### src/rtl/ufrc_pkg.sv
package ufrc_pkg;

    // Frame layout and the byte values that the classifier matches.
    localparam logic [7:0] START_BYTE    = 8'hFB;
    localparam logic [7:0] MAX_FRAME     = 8'd32;
    localparam logic [7:0] COUNT_MAX     = 8'hFF;

    localparam logic [7:0] OFF_LENGTH    = 8'd1;
    localparam logic [7:0] OFF_STYLE     = 8'd9;
    localparam logic [7:0] OFF_SUBTYPE   = 8'd10;
    localparam logic [7:0] OFF_SUBCODE   = 8'd11;
    localparam logic [7:0] OFF_ACK_STAT  = 8'd13;
    localparam logic [7:0] OFF_VALUE     = 8'd14;

    localparam logic [7:0] ALERT_STYLE   = 8'h02;
    localparam logic [7:0] ALERT_SUBTYPE = 8'h06;
    localparam logic [7:0] ALERT_MIN     = 8'h01;
    localparam logic [7:0] ALERT_MAX     = 8'h04;
    localparam logic [7:0] ACK_STYLE     = 8'h12;
    localparam logic [7:0] ACK_SUBTYPE   = 8'h04;
    localparam logic [7:0] ACK_SUBCODE   = 8'h02;
    localparam logic [7:0] ACK_OK        = 8'h00;

    typedef enum logic [2:0] {
        ST_OTHER     = 3'd0,
        ST_ALERT     = 3'd1,
        ST_ACK       = 3'd2,
        ST_CSUM_ERR  = 3'd3,
        ST_OVERSIZE  = 3'd4
    } status_t;

endpackage

### src/rtl/uart_frame_receiver_classifier.sv
// Receives UART bytes and reports one classification word per completed frame.
// The input channel (s_valid, s_ready, s_rx_byte) takes one byte per word. A
// 0xFB byte restarts a frame, the byte at offset 1 is the frame length, and an
// 8-bit running sum covers every byte of the frame.
// The result channel (m_valid, m_ready, m_status, m_alert_code, m_presence,
// m_frame_length) carries one word for each frame whose byte count reaches its
// length.
// Throughput is one byte per cycle while s_ready is high: every byte is handled
// in the cycle in which it is accepted, from the count, sum and five captured
// frame bytes. The result word is valid in the cycle after the last byte of the
// frame is accepted.
// A single output register holds the result word. While it is full and
// m_ready is low, s_ready is low and no byte is taken.
// Reset clears the byte count, running sum, length, output valid and
// calibration mode. cfg_we writes calibration mode, which suppresses fatigue alerts;
// the user writes it only while the block is idle; the block does not enforce it.
module uart_frame_receiver_classifier (
    input  logic       aclk,
    input  logic       aresetn,
    input  logic       cfg_we,
    input  logic       cfg_wdata,
    input  logic       s_valid,
    output logic       s_ready,
    input  logic [7:0] s_rx_byte,
    output logic       m_valid,
    input  logic       m_ready,
    output logic [2:0] m_status,
    output logic [2:0] m_alert_code,
    output logic [7:0] m_presence,
    output logic [7:0] m_frame_length
);

    logic                 calib_reg;
    logic [7:0]           count_reg, count_next;
    logic [7:0]           length_reg, length_next;
    logic                 captured_reg, captured_next;
    logic [7:0]           sum_reg, sum_next;
    logic [7:0]           style_reg, style_next;
    logic [7:0]           subtype_reg, subtype_next;
    logic [7:0]           subcode_reg, subcode_next;
    logic [7:0]           ack_stat_reg, ack_stat_next;
    logic [7:0]           value_reg, value_next;

    logic                 m_valid_reg, m_valid_next;
    ufrc_pkg::status_t    status_reg, status_next;
    logic [2:0]           code_reg, code_next;
    logic [7:0]           presence_reg, presence_next;
    logic [7:0]           flen_reg;

    logic                 accept;
    logic                 start;
    logic                 done;
    logic [7:0]           offset;
    logic [7:0]           fb_style, fb_subtype, fb_subcode, fb_ack_stat, fb_value;

    assign s_ready = !m_valid_reg || m_ready;
    assign accept  = s_valid && s_ready;

    always_comb begin
        start  = (s_rx_byte == ufrc_pkg::START_BYTE);
        offset = start ? 8'd0 : count_reg;

        length_next   = (offset == ufrc_pkg::OFF_LENGTH) ? s_rx_byte : length_reg;
        captured_next = (offset == ufrc_pkg::OFF_LENGTH) || (!start && captured_reg);
        sum_next      = (start ? 8'd0 : sum_reg) + s_rx_byte;
        count_next    = (offset == ufrc_pkg::COUNT_MAX) ? ufrc_pkg::COUNT_MAX
                                                        : offset + 8'd1;

        style_next    = (offset == ufrc_pkg::OFF_STYLE)    ? s_rx_byte : style_reg;
        subtype_next  = (offset == ufrc_pkg::OFF_SUBTYPE)  ? s_rx_byte : subtype_reg;
        subcode_next  = (offset == ufrc_pkg::OFF_SUBCODE)  ? s_rx_byte : subcode_reg;
        ack_stat_next = (offset == ufrc_pkg::OFF_ACK_STAT) ? s_rx_byte : ack_stat_reg;
        value_next    = (offset == ufrc_pkg::OFF_VALUE)    ? s_rx_byte : value_reg;

        done = captured_next && (count_next == length_next);

        // Bytes at offsets past the end of the frame read as zero.
        fb_style    = (ufrc_pkg::OFF_STYLE    < length_next) ? style_next    : 8'h00;
        fb_subtype  = (ufrc_pkg::OFF_SUBTYPE  < length_next) ? subtype_next  : 8'h00;
        fb_subcode  = (ufrc_pkg::OFF_SUBCODE  < length_next) ? subcode_next  : 8'h00;
        fb_ack_stat = (ufrc_pkg::OFF_ACK_STAT < length_next) ? ack_stat_next : 8'h00;
        fb_value    = (ufrc_pkg::OFF_VALUE    < length_next) ? value_next    : 8'h00;

        status_next   = ufrc_pkg::ST_OTHER;
        code_next     = 3'd0;
        presence_next = 8'h00;
        if (length_next > ufrc_pkg::MAX_FRAME) begin
            status_next = ufrc_pkg::ST_OVERSIZE;
        end else if (sum_next != 8'h00) begin
            status_next = ufrc_pkg::ST_CSUM_ERR;
        end else if (fb_style == ufrc_pkg::ALERT_STYLE
                     && fb_subtype == ufrc_pkg::ALERT_SUBTYPE
                     && fb_value >= ufrc_pkg::ALERT_MIN
                     && fb_value <= ufrc_pkg::ALERT_MAX
                     && !calib_reg) begin
            status_next = ufrc_pkg::ST_ALERT;
            code_next   = fb_value[2:0];
        end else if (fb_style == ufrc_pkg::ACK_STYLE
                     && fb_subtype == ufrc_pkg::ACK_SUBTYPE
                     && fb_subcode == ufrc_pkg::ACK_SUBCODE
                     && fb_ack_stat == ufrc_pkg::ACK_OK) begin
            status_next   = ufrc_pkg::ST_ACK;
            presence_next = fb_value;
        end

        if (accept && done) begin
            m_valid_next = 1'b1;
        end else if (m_ready) begin
            m_valid_next = 1'b0;
        end else begin
            m_valid_next = m_valid_reg;
        end
    end

    always_ff @(posedge aclk) begin
        if (!aresetn) begin
            calib_reg    <= 1'b0;
            count_reg    <= 8'd0;
            length_reg   <= 8'd0;
            captured_reg <= 1'b0;
            sum_reg      <= 8'd0;
            m_valid_reg  <= 1'b0;
        end else begin
            if (cfg_we) begin
                calib_reg <= cfg_wdata;
            end
            if (accept) begin
                count_reg    <= count_next;
                length_reg   <= length_next;
                captured_reg <= captured_next && !done;
                sum_reg      <= sum_next;
            end
            m_valid_reg <= m_valid_next;
        end
    end

    always_ff @(posedge aclk) begin
        if (accept) begin
            style_reg    <= style_next;
            subtype_reg  <= subtype_next;
            subcode_reg  <= subcode_next;
            ack_stat_reg <= ack_stat_next;
            value_reg    <= value_next;
        end
        if (accept && done) begin
            status_reg   <= status_next;
            code_reg     <= code_next;
            presence_reg <= presence_next;
            flen_reg     <= length_next;
        end
    end

    assign m_valid        = m_valid_reg;
    assign m_status       = status_reg;
    assign m_alert_code   = code_reg;
    assign m_presence     = presence_reg;
    assign m_frame_length = flen_reg;

endmodule

### config.mk
export PLATFORM = sky130hd
export DESIGN_NAME = uart_frame_receiver_classifier
export DESIGN_NICKNAME = d
export VERILOG_FILES = /design/src/rtl/ufrc_pkg.sv /design/src/rtl/uart_frame_receiver_classifier.sv
export SDC_FILE = /design/constraint.sdc
export NUM_CORES = 1
export LEC_CHECK = 0
export BUFFER_PORTS_ARGS = -buffer_cell sky130_fd_sc_hd__buf_2
export CAP_MARGIN = 25
export CORE_MARGIN = 2
export CORE_UTILIZATION = 55
export CTS_BUF_LIST = sky130_fd_sc_hd__clkbuf_8
export DETAILED_ROUTE_END_ITERATION = 16
export HOLD_SLACK_MARGIN = 0.12
export PLACE_DENSITY = 0.74
export SETUP_SLACK_MARGIN = 0.4
export SLEW_MARGIN = 40
export SYNTH_ARGS = -nofsm -noshare
export SYNTH_HDL_FRONTEND = slang
export SYNTH_SLANG_ARGS = --single-unit
### constraint.sdc
create_clock -name aclk -period 7.58 [get_ports aclk]
set_clock_uncertainty 0.15 [all_clocks]
set_input_delay 1.516 -clock aclk [delete_from_list [all_inputs] [get_ports aclk]]
set_output_delay 1.516 -clock aclk [all_outputs]
set_load 0.05 [all_outputs]
* Word level (Yosys, flattened, before mapping) *
Cells that the tools add are included.

operators by class
  $add $sub $neg = 2
  multipliers = 0
  div/mod/pow operators = 0
  order comparisons = 8
  equality and inequality tests = 14
  shift-type cells = 0
  multiplexer cells = 19
  bitwise gates (word level) = 2
  reduce and logical (&&, ||, !) cells = 23

operators with widths
  kind                                                                          count
  8-bit 2-to-1 mux                                                              14
  8-bit by 4-bit equality test with 1-bit output (second input constant)        5
  4-bit by 8-bit less-than comparator with 1-bit output (first input constant)  5
  8-bit by 2-bit equality test with 1-bit output (second input constant)        2
  8-bit by 3-bit equality test with 1-bit output (second input constant)        2
  8-bit equality test (second input constant)                                   2
  1-bit logical AND                                                             12
  8-bit by 1-bit adder with 8-bit output (second input constant)                1
  8-bit adder                                                                   1
  8-bit by 1-bit equality test with 1-bit output (second input constant)        1
  8-bit by 5-bit equality test with 1-bit output (second input constant)        1
  8-bit equality test                                                           1
  8-bit by 1-bit >= comparator with 1-bit output (second input constant)        1
  8-bit by 6-bit > comparator with 1-bit output (second input constant)         1
  8-bit by 3-bit <= comparator with 1-bit output (second input constant)        1
  8-bit zero test                                                               1
  8-bit nonzero test                                                            1
  2-bit 2-to-1 mux                                                              3
  1-bit zero test                                                               4
  4-bit OR reduction                                                            1
  3-bit OR reduction                                                            1
  1-bit logical OR                                                              2
  1-bit 2-to-1 mux                                                              2
  1-bit NOT                                                                     2
  2-bit nonzero test                                                            1

word-level totals
  register bits after elaboration = 89
  bits in latches = 0
  bits in writable memories = 0
  ROM bits = 0
  input bits = 14
  memories = 0

* Logic depth before layout (Yosys ltp) *
  word-level depth = 13
  gate-level depth with buffers = 18

* Worst setup path before layout *
OpenSTA, ideal clock, no wires.

  kind = input port to flip-flop
  start point = input port s_rx_byte[6]
  end point = register code_reg[0], in the netlist m_alert_code[0] (enable)
  setup time = 377 ps
  data arrival time = 5287 ps
  path slack = 1766 ps
  cell stages on the path = 18
  path buffers = 5
  cell sequence = clkbuf_1 -> nand4_1 -> or2_2 -> buf_1 -> clkbuf_1 -> clkbuf_1 -> and2_1 -> inv_1 -> ha_1 -> clkbuf_1 -> inv_1 -> a21oi_4 -> mux2i_1 -> clkinv_1 -> nor4b_1 -> a211o_1 -> nand4_1 -> inv_1

between the ends
  word-level cells in the longest chain between the ends = 7
  elaborated cells on any way between the ends = 13
  classes of those cells = 1 x add/sub; 4 x eq/ne; 3 x mux; 5 x reduce/logical

ends and longest elaborated chain
  what                                            line                                   source
  start: declaration                              uart_frame_receiver_classifier.sv:24   input logic [7:0] s_rx_byte,
  8-bit equality test                             uart_frame_receiver_classifier.sv:60   start = (s_rx_byte == ufrc_pkg::START_BYTE);
  8-bit 2-to-1 mux                                uart_frame_receiver_classifier.sv:61   offset = start ? 8'd0 : count_reg;
  8-bit by 1-bit equality test with 1-bit output  uart_frame_receiver_classifier.sv:63   length_next = (offset == ufrc_pkg::OFF_LENGTH) ? s_rx_byte : length_reg;
  8-bit 2-to-1 mux                                uart_frame_receiver_classifier.sv:63
  named net length_next[0]                        uart_frame_receiver_classifier.sv:35   logic [7:0] length_reg, length_next;
  8-bit equality test                             uart_frame_receiver_classifier.sv:75   done = captured_next && (count_next == length_next);
  1-bit logical AND                               uart_frame_receiver_classifier.sv:75
  1-bit logical AND                               uart_frame_receiver_classifier.sv:145  if (accept && done) begin
  end signal: assignment                          uart_frame_receiver_classifier.sv:147  code_reg <= code_next;
  end: declaration                                uart_frame_receiver_classifier.sv:46   logic [2:0] code_reg, code_next;

The timed path passes the listed nets, and every way through them passes these cells.
A chain may end at the register's enable or synchronous reset.

* Final worst setup path *
  start point = input port s_rx_byte[4]
  end point = register presence_reg[2], in the netlist m_presence[2], data pin

between the ends
  word-level cells in the longest chain between the ends = 12
  elaborated cells on any way between the ends = 45
  classes of those cells = 1 x add/sub; 8 x order compare; 12 x eq/ne; 13 x mux; 1 x bitwise; 10 x reduce/logical

ends and longest elaborated chain
  what                                                                                                            line                                   source
  parallel branches: the longest is 12 deep, another holds 4-bit by 8-bit less-than comparator with 1-bit output  -
  end signal: assignment                                                                                          uart_frame_receiver_classifier.sv:148  presence_reg <= presence_next;
  end: declaration                                                                                                uart_frame_receiver_classifier.sv:47   logic [7:0] presence_reg, presence_next;

Several ways; the timed one is not identified.

==> reports/qor.yml <==
floorplanning:
  start_util_pct: 57.2
  core_um2: 8760
  die_x_um: 99.5
  io_pins: 38
  rows: 34
  die_h_um: 99.5
  die-area_um2: 9900
sta:
  whs_ns: 0.315
  slew_violations: 0
  worst_pin_slew_ns: 0.729
  finalWorstSetupSlack_ns: 1.94
  hold_violations: 0
  final.period_utilization_pct: 74.4
  tns_ns: 0
  fmax_mhz: 177
  rsz0062_at_grt: "no"
  relSlewSlack_pct: 51.0
  setup_viol: 0
  period_minus_slack_ns: 5.64
final_layout:
  syn_to_final_growth_pct: 8.49
  diodes: 0
  nFillCells: 759
  drive_gt1_share_pct: 21.7
  fin_nets: 527
  fin_util_pct: 62.1
synth:
  synthSimpleGateAreaFrac_pct: 19.2
  synth_mux_area_share_pct: 9.43
  synth_enable_flop_cells: 62
  syn-num-nets: 505
  ys_ff_latch: 89
  yosys.area.top_type: "edfxtp_1"
  synth_area_leaders: "edfxtp_1, dfxtp_1, mux2_2, nand2_1, ha_1"
  ys_types: 67
  synth-adder-area-share_pct: 2.89
  synth_compound_area_share_pct: 13.6
  syn_area_per_cell_um2: 10.4
  yosysSeqAreaShare_pct: 47.9
  synth_xor_area_share_pct: 2.97
  synth_top_family_by_area: "simple AND/OR/NAND/NOR gates"
  synth.top_cell.area_share_pct: 37.1
  synthCells: 480
  ys.flop_type: "edfxtp_1"
  synthArstFlopShare_pct: 0
  ys_warn_count: 0
  synthesis.area_um2: 5010
power_and_ir_drop:
  switchingPower_uw: 311
  p_int_uw: 737
  power_leakage_nw: 2.06
  clkPwrFrac_pct: 30.5
  power_density_nw_per_um2: 193
  p_comb_share_pct: 15.9
  irDropWorstVdd_v: 0.0000978
  swShare_pct: 29.7
  pwr-share-seq_pct: 53.6
clock_network:
  insertion_delay_ns: 0.37
  cts_buffers: 9
  cts-resized-gates: 0
  cts_setup_buffers: 0
  cts_buffer_depth: 2
  cts_root_buffer: "clkbuf_8"
  tritoncts: "built"
  ctsHoldBuffers: 0
  clk_pin_slew_ns: 0.10
  htree_levels: 3
  clock_sink_count: 89
drt:
  drt-initial-drc-count: 298
  first_pass_iters: 5
  vias: 3831
  drt-total-wl_mm: 11.8
  vias_per_cell: 6.23
  ant_nets: 0
  wl_per_cell_um: 19.2
  drcViolationCount: 0
placement:
  dp_hpwl_mm: 8.09
  routabilityCongestion: 0.874
  port_buffers: 37
  place_ws_ns: 1.51
critical_path:
  path_class: "primary input to flop"
  crit_path_frequent_cell: "inv_1"
  critPathMaxFanout: 33
  cpLargestDelayFamily: "simple AND/OR/NAND/NOR gates"
  start_kind: "primary input"
  max_stage_delay_ns: 0.82
  path_buf_inv: 3
  cp.arrival_ns: 5.71
  end_kind: "flop"
  r2r_slack_ns: 3.73
  crit_path_cell_trace: "buf_2, nand4_1, or2_2, and2_1, inv_1, ha_1, inv_1, or4_1, or4b_1, o311a_1, nor4b_4, nand3_4, nor2_1"
  crit_path_top_delay_cell: "or4_1"
  required_ns: 7.65
global_route:
  grt_pass1_wl_mm: 18.9
  grt_max_degree: 39
  grt_pass1_vias: 3629
  antenna_found_initial: 0
  track_usage_pct: 24.6
  gr-total-overflow: 0
run_status:
  outcome: "finished, final reports clean"
hold_path:
  hold_path_class: "flop to flop"
flow_run:
  cap_violations: 0
power by group through the flow:
stage | registers [mW] | logic, mW | clock network (mW)
6_report | 0.562 | 0.167 | 0.320
5_1_grt | 0.565 | 0.184 | 0.346
4_1_cts | 0.561 | 0.165 | 0.325
3_5_place_dp | 0.572 | 0.164 | 0
3_3_place_gp | 0.571 | 0.159 | 0
2_1_floorplan | 0.570 | 0.125 | 0
cells in the mapped netlist, types with 10 or more instances:
| cell type | instances |
|---|---|
| edfxtp_1 | 62 |
| nand2_1 | 46 |
| mux2_2 | 34 |
| dfxtp_1 | 27 |
| nor2_1 | 25 |
| o21ai_0 | 23 |
| clkbuf_1 | 22 |
| inv_1 | 21 |
| a21oi_1 | 19 |
| and2_1 | 12 |
| a21boi_0 | 10 |
| ha_1 | 10 |
| nand3_1 | 10 |
| nor2b_1 | 10 |
| nor3_1 | 10 |
| xor2_1 | 10 |
placed cells by master, fill, tap and decap left out, drive strengths merged, types with 5 or more instances in the layout:
| cell | n |
|---|---|
| edfxtp | 62 |
| nand2 | 46 |
| buf | 40 |
| mux2 | 34 |
| dfxtp | 27 |
| nor2 | 25 |
| o21ai | 24 |
| inv | 23 |
| a21oi | 20 |
| and2 | 12 |
| nand3 | 11 |
| nor3 | 11 |
| nor2b | 11 |
| xor2 | 10 |
| a21boi | 10 |
| ha | 10 |
| mux2i | 9 |
| clkbuf | 9 |
| nor4 | 9 |
| nand4 | 8 |
| o211a | 8 |
| xnor2 | 7 |
| a31oi | 7 |
| or4 | 6 |
| or3 | 5 |
worst reg2reg max path, cell delays in order, from the launching register on:
cell and delay (ns):
dfxtp_1 0.41, or4_1 0.69, or3_4 0.42, a21oi_4 0.25
mux2i_1 0.37, clkinv_1 0.18, nor4b_1 0.32, a211o_1 0.18
nand4_1 0.14, inv_2 0.40
per-layer routing:
layer | track usage (%) | vias up | wire (um)
met5 | 0 | - | 0
met3 | 5.20 | 28 | 691
met1 | 33.3 | 1850 | 5240
li1 | - | 1829 | -
met4 | 9.38 | 0 | 248
met2 | 39.1 | 124 | 5630
kinds of logic after synthesis:
family | after synthesis
adder cells (fa/ha/maj) | 11
flip-flops | 89
multiplexers | 43
buffers and inverters | 51
AND/OR/NAND/NOR | 173
XOR/XNOR | 17
AO/OA/AOI/OAI | 96
layout make-up:
class	count	area (um^2)	area share (%)
Clock buffer	9	124	2.28
Clock inverter	7	65.1	1.20
Sequential cell	89	2400	44.2
Inverter	22	82.6	1.52
Multi-Input combinational cell	340	2420	44.5
Timing Repair Buffer	40	208	3.82
Tap cell	108	135	2.48
through the flow:
step	total power, mW	instances	cell area (um^2)
final	1.05	615	5440
after global routing	1.09	615	5440
after CTS	1.05	615	5430
after detailed placement	0.736	599	5240
after global placement	0.730	599	5240
after floorplan	0.695	480	5010
worst paths after layout:
kind,to,depth (start not counted),from
setup / recovery,m_presence[2],13,s_rx_byte[4]
hold / removal,sum_reg[5],2,sum_reg[5]
setup reg to reg,m_presence[6],9,count_reg[4]
hold reg to reg,sum_reg[5],2,sum_reg[5]
No activity file was read; power rests on OpenSTA's default activity.
